--- src/rtl/dma_channel_address_sequencer_top_assert.svh ---
// Assertion macros for the DMA channel address sequencer.
// Included by the top level; relies on clk_i and rst_ni being in scope.
`ifndef DMA_CHANNEL_ADDRESS_SEQUENCER_TOP_ASSERT_SVH
`define DMA_CHANNEL_ADDRESS_SEQUENCER_TOP_ASSERT_SVH

// Same-cycle implication, checked outside reset.
`define DMAS_ASSERT_IMPL(lbl, ante, cons) \
  lbl: assert property (@(posedge clk_i) disable iff (!rst_ni) (ante) |-> (cons)) \
    else $error("dmas assertion failed");

// Next-cycle implication, checked outside reset.
`define DMAS_ASSERT_NEXT(lbl, ante, cons) \
  lbl: assert property (@(posedge clk_i) disable iff (!rst_ni) (ante) |=> (cons)) \
    else $error("dmas assertion failed");

`endif

--- src/rtl/dmas_pkg.sv ---
// Package for the DMA channel address sequencer: beat, result and state types,
// control word field positions and count constants. No dependencies.
`timescale 1ns / 1ps

package dmas_pkg;

  localparam int Channels = 4;
  localparam int ChanW    = 2;
  localparam int AddrBits = 28;
  localparam int CountW   = 17;
  localparam int CtlW     = 32;

  // Control word layout: count in the low half, flags in the high half.
  localparam int CountLsb   = 0;
  localparam int CountMsb   = 15;
  localparam int DestLsb    = 16 + 5;
  localparam int DestMsb    = 16 + 6;
  localparam int SrcLsb     = 16 + 7;
  localparam int SrcMsb     = 16 + 8;
  localparam int RepeatBit  = 16 + 9;
  localparam int Word32Bit  = 16 + 10;
  localparam int TimingLsb  = 16 + 12;
  localparam int TimingMsb  = 16 + 13;
  localparam int EnableBit  = 16 + 15;

  localparam logic [CountW-1:0] CountDefault = 17'h04000;
  localparam logic [CountW-1:0] CountLastCh  = 17'h10000;
  localparam logic [ChanW-1:0]  LongCountCh  = 2'd3;

  typedef enum logic [1:0] {
    ModeSet     = 2'd0,
    ModeStop    = 2'd1,
    ModeTrigger = 2'd2,
    ModeStep    = 2'd3
  } dmas_mode_e;

  typedef enum logic [1:0] {
    TimingImmediate = 2'd0,
    TimingVblank    = 2'd1,
    TimingHblank    = 2'd2,
    TimingSpecial   = 2'd3
  } dmas_timing_e;

  typedef enum logic [1:0] {
    DestInc    = 2'd0,
    DestDec    = 2'd1,
    DestFixed  = 2'd2,
    DestReload = 2'd3
  } dmas_dest_mode_e;

  typedef enum logic [1:0] {
    SrcInc      = 2'd0,
    SrcDec      = 2'd1,
    SrcFixed    = 2'd2,
    SrcFixedAlt = 2'd3
  } dmas_src_mode_e;

  typedef struct packed {
    dmas_mode_e           mode;
    logic [ChanW-1:0]     channel;
    logic [AddrBits-1:0]  src_addr;
    logic [AddrBits-1:0]  dest_addr;
    logic [CtlW-1:0]      control_word;
    dmas_timing_e         start_trigger;
  } dmas_item_t;

  typedef struct packed {
    logic                 xfer_valid;
    logic [ChanW-1:0]     xfer_channel;
    logic [AddrBits-1:0]  read_addr;
    logic [AddrBits-1:0]  write_addr;
    logic                 word_32;
    logic                 last_of_block;
    logic                 enable_cleared;
    logic                 busy_res;
  } dmas_result_t;

  typedef struct packed {
    logic [Channels-1:0][AddrBits-1:0] src;
    logic [Channels-1:0][AddrBits-1:0] dst;
    logic [Channels-1:0][CtlW-1:0]     ctl;
    logic [Channels-1:0]               active;
    logic [Channels-1:0]               pending;
    logic                              running;
    logic [ChanW-1:0]                  run_ch;
    logic [CountW-1:0]                 remaining;
    logic [AddrBits-1:0]               work_src;
    logic [AddrBits-1:0]               work_dst;
  } dmas_state_t;

endpackage

--- src/rtl/dmas_if.sv ---
// Valid/ready channel interfaces for command beats and result beats.
// Depends on dmas_pkg.
`timescale 1ns / 1ps

interface dmas_in_if;
  logic                  valid;
  logic                  ready;
  dmas_pkg::dmas_item_t  item;
  modport source (output valid, output item, input ready);
  modport sink (input valid, input item, output ready);
endinterface

interface dmas_out_if;
  logic                   valid;
  logic                   ready;
  dmas_pkg::dmas_result_t result;
  modport source (output valid, output result, input ready);
  modport sink (input valid, input result, output ready);
endinterface

--- src/rtl/dmas_step.sv ---
// Next-state and result logic for one command beat of the DMA sequencer.
// Purely combinational; depends on dmas_pkg.
`timescale 1ns / 1ps

module dmas_step (
  input  dmas_pkg::dmas_item_t   item_i,
  input  dmas_pkg::dmas_state_t  state_i,
  output dmas_pkg::dmas_state_t  state_o,
  output dmas_pkg::dmas_result_t result_o
);

  logic [dmas_pkg::Channels-1:0] consumed;
  logic [dmas_pkg::Channels-1:0] kill;
  logic                          pick_found;
  logic [dmas_pkg::ChanW-1:0]    pick_ch;
  logic [dmas_pkg::CountW-1:0]   pick_count;
  logic [15:0]                   pick_raw;

  // Priority scan over pending channels, lowest first. Channels with a zero
  // address ahead of the winner are retired in the same beat.
  always_comb begin
    consumed   = '0;
    kill       = '0;
    pick_found = 1'b0;
    pick_ch    = '0;
    for (int c = 0; c < dmas_pkg::Channels; c++) begin
      if (!pick_found && state_i.pending[c]) begin
        consumed[c] = 1'b1;
        if (state_i.active[c] && state_i.ctl[c][dmas_pkg::EnableBit]) begin
          if (state_i.src[c] == '0 || state_i.dst[c] == '0) begin
            kill[c] = 1'b1;
          end else begin
            pick_found = 1'b1;
            pick_ch    = dmas_pkg::ChanW'(c);
          end
        end
      end
    end
  end

  always_comb begin
    pick_raw = state_i.ctl[pick_ch][dmas_pkg::CountMsb:dmas_pkg::CountLsb];
    if (pick_raw != '0) begin
      pick_count = {1'b0, pick_raw};
    end else if (pick_ch == dmas_pkg::LongCountCh) begin
      pick_count = dmas_pkg::CountLastCh;
    end else begin
      pick_count = dmas_pkg::CountDefault;
    end
  end

  logic [dmas_pkg::CtlW-1:0]     cur_ctl;
  logic [2:0]                    unit;
  logic [dmas_pkg::AddrBits-1:0] unit_ext;
  logic [dmas_pkg::AddrBits-1:0] next_src;
  logic [dmas_pkg::AddrBits-1:0] next_dst;
  logic [dmas_pkg::CountW-1:0]   next_rem;
  dmas_pkg::dmas_src_mode_e      src_mode;
  dmas_pkg::dmas_dest_mode_e     dst_mode;
  dmas_pkg::dmas_state_t         s;
  dmas_pkg::dmas_result_t        r;

  always_comb begin
    s        = state_i;
    r        = '0;
    cur_ctl  = '0;
    unit     = 3'd2;
    unit_ext = '0;
    next_src = '0;
    next_dst = '0;
    next_rem = '0;
    src_mode = dmas_pkg::SrcInc;
    dst_mode = dmas_pkg::DestInc;

    unique case (item_i.mode)
      dmas_pkg::ModeSet: begin
        if (int'(item_i.channel) < dmas_pkg::Channels) begin
          if (s.running && s.run_ch == item_i.channel) begin
            s.running = 1'b0;
          end
          s.src[item_i.channel]     = item_i.src_addr;
          s.dst[item_i.channel]     = item_i.dest_addr;
          s.ctl[item_i.channel]     = item_i.control_word;
          s.active[item_i.channel]  = item_i.control_word[dmas_pkg::EnableBit];
          s.pending[item_i.channel] = item_i.control_word[dmas_pkg::EnableBit] &&
              (item_i.control_word[dmas_pkg::TimingMsb:dmas_pkg::TimingLsb] ==
               dmas_pkg::TimingImmediate);
        end
      end
      dmas_pkg::ModeStop: begin
        if (int'(item_i.channel) < dmas_pkg::Channels) begin
          if (s.running && s.run_ch == item_i.channel) begin
            s.running = 1'b0;
          end
          s.active[item_i.channel]  = 1'b0;
          s.ctl[item_i.channel]     = '0;
          s.pending[item_i.channel] = 1'b0;
        end
      end
      dmas_pkg::ModeTrigger: begin
        for (int c = 0; c < dmas_pkg::Channels; c++) begin
          if (s.active[c] && s.ctl[c][dmas_pkg::TimingMsb:dmas_pkg::TimingLsb] ==
              item_i.start_trigger) begin
            s.pending[c] = 1'b1;
          end
        end
      end
      dmas_pkg::ModeStep: begin
        if (!s.running) begin
          s.pending = s.pending & ~consumed;
          s.active  = s.active & ~kill;
          if (pick_found) begin
            s.running   = 1'b1;
            s.run_ch    = pick_ch;
            s.remaining = pick_count;
            s.work_src  = s.src[pick_ch];
            s.work_dst  = s.dst[pick_ch];
          end
        end
        if (s.running) begin
          cur_ctl  = s.ctl[s.run_ch];
          unit     = cur_ctl[dmas_pkg::Word32Bit] ? 3'd4 : 3'd2;
          unit_ext = {{(dmas_pkg::AddrBits-3){1'b0}}, unit};
          src_mode = dmas_pkg::dmas_src_mode_e'(cur_ctl[dmas_pkg::SrcMsb:dmas_pkg::SrcLsb]);
          dst_mode = dmas_pkg::dmas_dest_mode_e'(cur_ctl[dmas_pkg::DestMsb:dmas_pkg::DestLsb]);

          r.xfer_valid   = 1'b1;
          r.xfer_channel = s.run_ch;
          r.read_addr    = s.work_src;
          r.write_addr   = s.work_dst;
          r.word_32      = cur_ctl[dmas_pkg::Word32Bit];

          unique case (src_mode)
            dmas_pkg::SrcInc:      next_src = s.work_src + unit_ext;
            dmas_pkg::SrcDec:      next_src = s.work_src - unit_ext;
            dmas_pkg::SrcFixed,
            dmas_pkg::SrcFixedAlt: next_src = s.work_src;
          endcase
          unique case (dst_mode)
            dmas_pkg::DestInc,
            dmas_pkg::DestReload: next_dst = s.work_dst + unit_ext;
            dmas_pkg::DestDec:    next_dst = s.work_dst - unit_ext;
            dmas_pkg::DestFixed:  next_dst = s.work_dst;
          endcase
          s.work_src = next_src;
          s.work_dst = next_dst;

          next_rem    = (s.remaining != '0) ? s.remaining - dmas_pkg::CountW'(1) : s.remaining;
          s.remaining = next_rem;

          if (next_rem == '0) begin
            r.last_of_block = 1'b1;
            s.running       = 1'b0;
            // Repeating timed channels keep advanced src and (unless reload) dst.
            if (cur_ctl[dmas_pkg::RepeatBit] &&
                cur_ctl[dmas_pkg::TimingMsb:dmas_pkg::TimingLsb] !=
                dmas_pkg::TimingImmediate) begin
              s.src[s.run_ch] = next_src;
              if (dst_mode != dmas_pkg::DestReload) begin
                s.dst[s.run_ch] = next_dst;
              end
            end else begin
              s.active[s.run_ch]                      = 1'b0;
              s.ctl[s.run_ch][dmas_pkg::EnableBit]    = 1'b0;
              r.enable_cleared                        = 1'b1;
            end
          end
        end
      end
    endcase

    r.busy_res = s.running || (s.pending != '0);
  end

  assign state_o  = s;
  assign result_o = r;

endmodule

--- src/rtl/dmas_state_regs.sv ---
// Channel register file and working block registers of the DMA sequencer.
// Loads the next state on every accepted beat; depends on dmas_pkg.
`timescale 1ns / 1ps

module dmas_state_regs (
  input  logic                  clk_i,
  input  logic                  rst_ni,
  input  logic                  load_i,
  input  dmas_pkg::dmas_state_t state_d_i,
  output dmas_pkg::dmas_state_t state_q_o
);

  dmas_pkg::dmas_state_t state_q;

  always_ff @(posedge clk_i or negedge rst_ni) begin
    if (!rst_ni) begin
      state_q <= '0;
    end else if (load_i) begin
      state_q <= state_d_i;
    end
  end

  assign state_q_o = state_q;

endmodule

--- src/rtl/dmas_out_stage.sv ---
// Result register of the DMA sequencer: holds one result beat until it is
// taken, and lets a new beat in when it is empty or being drained. Uses dmas_pkg.
`timescale 1ns / 1ps

module dmas_out_stage (
  input  logic                   clk_i,
  input  logic                   rst_ni,
  input  logic                   load_i,
  input  dmas_pkg::dmas_result_t result_i,
  output logic                   space_o,
  dmas_out_if.source             out_o
);

  logic                   valid_q;
  logic                   valid_d;
  dmas_pkg::dmas_result_t result_q;

  assign space_o = !valid_q || out_o.ready;

  always_comb begin
    valid_d = valid_q;
    if (load_i) begin
      valid_d = 1'b1;
    end else if (out_o.ready) begin
      valid_d = 1'b0;
    end
  end

  always_ff @(posedge clk_i or negedge rst_ni) begin
    if (!rst_ni) begin
      valid_q <= 1'b0;
    end else begin
      valid_q <= valid_d;
    end
  end

  always_ff @(posedge clk_i) begin
    if (load_i) begin
      result_q <= result_i;
    end
  end

  assign out_o.valid  = valid_q;
  assign out_o.result = result_q;

endmodule

--- src/rtl/dma_channel_address_sequencer_top.sv ---
// Four-channel DMA address sequencer. Every command beat (set, stop, start
// trigger or step) yields exactly one result beat, registered once it is taken.
// A step issues at most one 16- or 32-bit transfer address pair for the lowest
// pending channel, or for the channel whose block is already running. The
// block takes one beat per clock: the whole channel update is a single
// combinational pass from the state registers into the result register, and
// it only stalls when the result register is full and the sink holds ready low.
// There is no clearing pass after reset.
`timescale 1ns / 1ps

`include "dma_channel_address_sequencer_top_assert.svh"

module dma_channel_address_sequencer_top (
  input  logic        clk_i,
  input  logic        rst_ni,
  dmas_in_if.sink     in_i,
  dmas_out_if.source  out_o
);

  dmas_pkg::dmas_state_t  state_q;
  dmas_pkg::dmas_state_t  state_d;
  dmas_pkg::dmas_result_t result_d;
  logic                   space;
  logic                   in_fire;

  assign in_i.ready = space;
  assign in_fire    = in_i.valid && space;

  dmas_step u_step (
    .item_i   (in_i.item),
    .state_i  (state_q),
    .state_o  (state_d),
    .result_o (result_d)
  );

  dmas_state_regs u_state (
    .clk_i     (clk_i),
    .rst_ni    (rst_ni),
    .load_i    (in_fire),
    .state_d_i (state_d),
    .state_q_o (state_q)
  );

  dmas_out_stage u_out (
    .clk_i    (clk_i),
    .rst_ni   (rst_ni),
    .load_i   (in_fire),
    .result_i (result_d),
    .space_o  (space),
    .out_o    (out_o)
  );

  // A running block always has at least one unit left.
  `DMAS_ASSERT_IMPL(a_run_has_units, state_q.running, state_q.remaining != '0)
  // Only a step beat can produce a transfer.
  `DMAS_ASSERT_NEXT(a_xfer_only_on_step,
                    in_fire && in_i.item.mode != dmas_pkg::ModeStep,
                    !out_o.result.xfer_valid)
  // A step into a running block always issues a transfer.
  `DMAS_ASSERT_NEXT(a_running_step_issues,
                    in_fire && in_i.item.mode == dmas_pkg::ModeStep && state_q.running,
                    out_o.valid && out_o.result.xfer_valid)
  // The enable bit is only cleared on the final beat of a block.
  `DMAS_ASSERT_IMPL(a_clear_at_block_end, out_o.valid && out_o.result.enable_cleared,
                    out_o.result.last_of_block && out_o.result.xfer_valid)

endmodule
--- src/flat_wrapper.sv ---
// flat-port wrapper written by rule: the top's interface ports become plain ports
module dma_channel_address_sequencer_top_flat 
  (clk_i, rst_ni, in_i_valid, in_i_item, in_i_ready, out_o_valid, out_o_result, out_o_ready);
  dmas_in_if in_i_i ();
  dmas_out_if out_o_i ();
  input  logic clk_i;
  input  logic rst_ni;
  input wire logic [$bits(in_i_i.valid)-1:0] in_i_valid;
  input wire logic [$bits(in_i_i.item)-1:0] in_i_item;
  output wire logic [$bits(in_i_i.ready)-1:0] in_i_ready;
  output wire logic [$bits(out_o_i.valid)-1:0] out_o_valid;
  output wire logic [$bits(out_o_i.result)-1:0] out_o_result;
  input wire logic [$bits(out_o_i.ready)-1:0] out_o_ready;
  assign in_i_i.valid = in_i_valid;
  assign in_i_i.item = in_i_item;
  assign in_i_ready = in_i_i.ready;
  assign out_o_valid = out_o_i.valid;
  assign out_o_result = out_o_i.result;
  assign out_o_i.ready = out_o_ready;
  dma_channel_address_sequencer_top u_core (.clk_i(clk_i), .rst_ni(rst_ni), .in_i(in_i_i), .out_o(out_o_i));
endmodule
--- config.mk ---
export PLATFORM = sky130hd
export DESIGN_NAME = dma_channel_address_sequencer_top_flat
export DESIGN_NICKNAME = d
export VERILOG_FILES = /design/src/rtl/dmas_pkg.sv /design/src/rtl/dmas_if.sv /design/src/rtl/dmas_step.sv /design/src/rtl/dmas_state_regs.sv /design/src/rtl/dmas_out_stage.sv /design/src/rtl/dma_channel_address_sequencer_top.sv /design/src/flat_wrapper.sv
export VERILOG_INCLUDE_DIRS = /design/src /design/src/rtl
export SDC_FILE = /design/constraint.sdc
export NUM_CORES = 1
export LEC_CHECK = 0
export CORE_AREA = 2 2 346 348
export DETAILED_ROUTE_END_ITERATION = 8
export DIE_AREA = 0 0 348 350
export DONT_BUFFER_PORTS = 1
export GPL_TIMING_DRIVEN = 0
export PLACE_DENSITY = 0.4
export SLEW_MARGIN = 20
export SYNTH_ARGS = -nofsm -noshare
export SYNTH_HDL_FRONTEND = slang
export SYNTH_HIERARCHICAL = 1
export SYNTH_SLANG_ARGS = --single-unit
--- constraint.sdc ---
create_clock -name clk_i -period 8.7 [get_ports clk_i]
set_input_delay 0.87 -clock clk_i [delete_from_list [all_inputs] [get_ports clk_i]]
set_output_delay 0.87 -clock clk_i [all_outputs]
set_load 0.05 [all_outputs]
Yosys cells after proc, flatten, opt, wreduce, memory -nomap -nowiden --
Cells that the tools add are included.
Storage, ports and cells: register bits 500, input port bits 98
Operators by class: add/sub/neg operators 5, order comparisons 5, equality and inequality tests 21, muxes and demuxes 99, bitwise operators 13, reduce and logical (&&, ||, !) cells 57
Operators with widths (number):
- $mux 356 | 2
- $bwmux 112 | 4
- $pmux 224 s2 | 1
- $pmux 132 s3 | 1
- $and 128x128->128 | 2
- $not 128->128 | 2
- $logic_not 28->1 | 8
- $mux 224 | 1
- $mux 28 | 8
- $mux 84 | 2
- $pmux 28 s3 | 2
- $mux 132 | 1
- $bmux 32 s2 | 2
- $bwmux 128 | 1
- $demux 32 s2 | 2
- $bmux 28 s2 | 2
- $demux 28 s2 | 2
- $mux 112 | 1
- $mux 76 | 1
- $mux 73 | 1
- $mux 32 | 2
- $mux 62 | 1
- $add 28x3->28 | 2
- $sub 28x3->28 | 2
- other kinds (35) | 147

Longest topological paths before layout --
depth in word-level cells 34, gate-level depth with buffers 33, depth with buffers taken out 27

Cells and area by module --
Netlist, hierarchy kept.
Modules (own cells, without submodules):
- dmas_step | instances 1, cells each 3002, area each 16898.7 um^2, sequential area each 0.0 um^2
- dmas_state_regs | instances 1, cells each 921, area each 16328.2 um^2, sequential area each 10910.5 um^2
- dmas_out_stage | instances 1, cells each 66, area each 1939.4 um^2, sequential area each 1916.8 um^2
- dma_channel_address_sequencer_top | instances 1, cells each 1, area each 6.3 um^2, sequential area each 0.0 um^2

Worst setup path after synthesis --
OpenSTA, ideal clock, no wires.
path kind register to register, start register u_core/u_state/state_q_o[408] (netlist name), end register u_core/u_state/state_q_o[350] (netlist name), setup time 0.064 ns, arrival time 7.842 ns, path slack 0.794 ns, stages on the path, launching flop included 32, path buffers 6, cells stage by stage dfrtp_1 nor4_1 nand4_1 o221ai_1 o21ai_1 o21ai_1 clkbuf_1 buf_2 buf_1 a21oi_1 clkbuf_1 nand2_1 nand2_1 a21oi_1 clkbuf_1 clkbuf_1 and2_1 ha_1 o21ai_0 a21boi_0 o41a_1 a41o_1 o41ai_1 o211ai_1 a31o_2 o41a_1 a211oi_1 xnor2_1 nand2_1 a21o_1 o211ai_1 mux2_2

==> impl_results.md <==
* Global placer's final weighted congestion at between 0.9 and 1
* Max_cap viols at 0
* WP buf/inv at 3
* Leak Pwr at ~16 nW
* Global-route congestion overflow total at 0
* Routed length on met3 at 12.5 mm
* Post-Syn Instances at 3871
* Standard-cell row count at ~130
* Placed cell areas at 35900 sq um
* Post-detailed-routing wire length at 166 mm
* Maximum number of pins on one net before global-route repair at 410
* Wire length of the first global-routing pass at 236 mm
* Peak fanout along the critical path at 10
* Fraction of layout cells with a size suffix above 1 at 20.4%
* Setup TNS at 0 ns
* Final count of hold timing violations at 0
* Final worst-path cycle share at 97.0%
* Final Critical Period at 8.44 ns
* Detailed-route wire length per cell at ~30 um
* Worst reg2reg startpoint: u_core/u_state/state_q_o[434]
* Depth of the most critical reg-to-reg path at 28
* Netlist area before placement at between 30000 and 40000 sq um
* Clock tree from TritonCTS: done
* Via count of the first global-routing pass at 31.1k
* Post-route met1 wirelength at between 70 and 80 mm
* Pins over their slew limit at 0
* Power Total at 10.2 mW
* Worst setup slack for register-to-register paths at 0.26 ns
* Pre-CTS setup slack at -4.21 ns
* Antenna-violating nets left at 0
* Result of the run: finished clean
* Cell Int Power at 5.89 mW
* Critical path capture point type: register
* Top achievable clock speed at approximately 0.12 GHz
* Die Outline Area at 122000 sq um
* Transition at the pin with the smallest max-transition slack at 1.41 ns
* Total nets after synthesis at slightly above 4k
* Average footprint of a synthesized cell at 8.75 sq um
* I/O pins at between 150 and 200
* Total global-route track usage at a little over a quarter
* Slowest Stage Delay on Critical Path at roughly 0.8 ns
* Area taken by multi-input logic gates at 20800 sq um
* Combinational cell fraction of total power at 41.5%
* Worst path slowest cell: sky130_fd_sc_hd__nor2_1
* Classification of the worst-slack hold path: in -> async
* Initial antenna violation count at 7
* Final setup margin at between 0.2 and 0.3 ns
* Via count at 32.3k
* Final design instance area without fill at 39200 sq um
* Max rail drop VDD at 0.152 mV
* Endpoint arrival time on the critical path at between 8 and 9 ns
* DR vias/cell at 5.80
* Worst slew slack as a fraction of its limit at 6.28%
* Number of standard cells in the layout, taps in and fillers out at 5564
* Total Nets Final at between 4k and 5k
* Switch Pwr at 4.27 mW
* Cell at the root of the clock tree: sky130_fd_sc_hd__clkbuf_16
* Hold Slack at 0.153 ns
* Cell family contributing the most delay on the critical path: compound AO/OA/AOI/OAI gates
* Clk Latency, worst-skew pair at 0.67 ns
* Kind of start point of the critical path: register
* WL met2 at 72.5 mm
* Util after Layout at 33.3%
* Highest metal layer with signal wires: met4
* Maximum clock insertion buffer count at 3
* Worst setup path class: reg -> reg
* Length of the first detailed-routing pass in iterations at 5
* Number of failing setup endpoints in the final timing report at 0
* Sw Ratio at 42.1%
* Cell count after placement at 5408
* IO buf count at 0
* Starting utilization of the core area at between 20 and 30%
* Syn-to-layout area delta at 15.8%
* Die span in y at approximately 350 um
* Final clock skew at ~0.051 ns
* Number of warning messages in the yosys log at 6
* Maximum level of the CTS H-tree at 3
* Worst EP required at 9.24 ns
* Proportion of power drawn by flip-flops and latches at 28.6%
* Remaining DRCs at 0
* Detailed-placement wirelength estimate at approximately 130 mm
* Sequential cell area at approximately 12000 sq um
* Initial DRC count at 3213
* Layout filler cell count at between 10k and 15k
* Die outline width at 348 um
* Clock share of power at 29.9%
* TritonCTS Buffers at between 60 and 70
* Clk slew on worst S/H paths at 0.06 ns
* Reg2Reg Capture Point: u_core/u_state/state_q_o[267]
* Clock Sinks at 472
* Power density normalized to cell area at 259 nW/um^2
* CORE AREA at 118000 sq um
cell usage in the layout (no fill, tap or decap), drive strengths merged, types with 16 or more instances in the layout:
cell type    n
o211ai     236
ha          59
mux2       424
xnor2       55
a31oi       67
nor4        65
o22a        23
nor3        40
mux2i       31
nor2       233
a22oi       99
inv         53
edfxtp      63
nand3      111
nand2      663
dfrtp      409
nand2b      47
a21o        30
a21oi      209
o21a        17
clkinv      16
or3         16
and2        52
a221oi      18
and3        22
a211oi      27
clkbuf     314
o22ai       33
o21ai      291
buf        113
nand4       16
power groups by stage:
stage,combinational [mW],clock (mW),sequential [mW]
finish,4.21,3.04,2.90
global route,4.52,3.20,2.95
CTS,3.99,3.13,2.89
floorplan,2.60,0,2.80
global placement,3.82,0,2.92
detailed placement,3.82,0,2.92
worst register-to-register path, delay by kind of cell (launching register included):
family,cells,cell delay (ns)
muxes,2,0.61
DFF,1,0.53
xor gates and xnor gates,1,0.18
buffers and inverters,3,1.20
and+or+nand+nor,8,2.02
adders and majority gates,1,0.31
AOI/OAI and AO/OA,13,3.44
registers in the layout (all words and copies together) (netlist names):
register	count
u_core/u_out/out_o.result	63
u_core/u_out/out_o.valid	1
u_core/u_state/state_q_o	408
what timing repair did:
| item | in CTS | in global routing |
|---|---|---|
| resized for setup | 97 | 63 |
| buffers inserted | 12 | 14 |
| cloned | 1 | 1 |
| pin swaps | 12 | 10 |
| endpoints found under the setup margin | 271 | 168 |
| hold endpoints to repair | 408 | 83 |
routing by layer:
layer	track usage, %	vias to the layer above
met5	0	-
met1	36.8	16200
met2	41.1	1310
met4	8.76	0
met3	5.88	265
li1	-	14500
worst max path at each step:
stage / from / endpoint / slack (ns) / depth (start not counted)
floorplan: u_core/u_state/state_q_o[408] / u_core/u_state/state_q_o[350] / 0.79 / 31
global placement: u_core/u_state/state_q_o[414] / u_core/u_state/state_q_o[376] / -4.34 / 31
detailed placement: u_core/u_state/state_q_o[414] / u_core/u_state/state_q_o[350] / -4.21 / 31
CTS: u_core/u_state/state_q_o[302] / u_core/u_state/state_q_o[350] / 0.0006 / 32
global route: u_core/u_state/state_q_o[336] / u_core/u_state/state_q_o[348] / -0.03 / 34
finish: u_core/u_state/state_q_o[434] / u_core/u_state/state_q_o[267] / 0.26 / 28
area by class of cell:
| cell class | count | area share, % |
|---|---|---|
| Multi-Input combinational cell | 3045 | 53.1 |
| Sequential cell | 472 | 30.9 |
| Clock buffer | 95 | 5.01 |
| Tap cell | 1536 | 4.90 |
| Buffer | 302 | 3.69 |
| Clock inverter | 30 | 1.07 |
| Timing Repair Buffer | 30 | 0.810 |
| Inverter | 52 | 0.507 |
| Timing Repair inverter | 1 | 0.0128 |
| Antenna cell | 1 | 0.00638 |
Note: power is estimated with default switching activity, not from simulation.
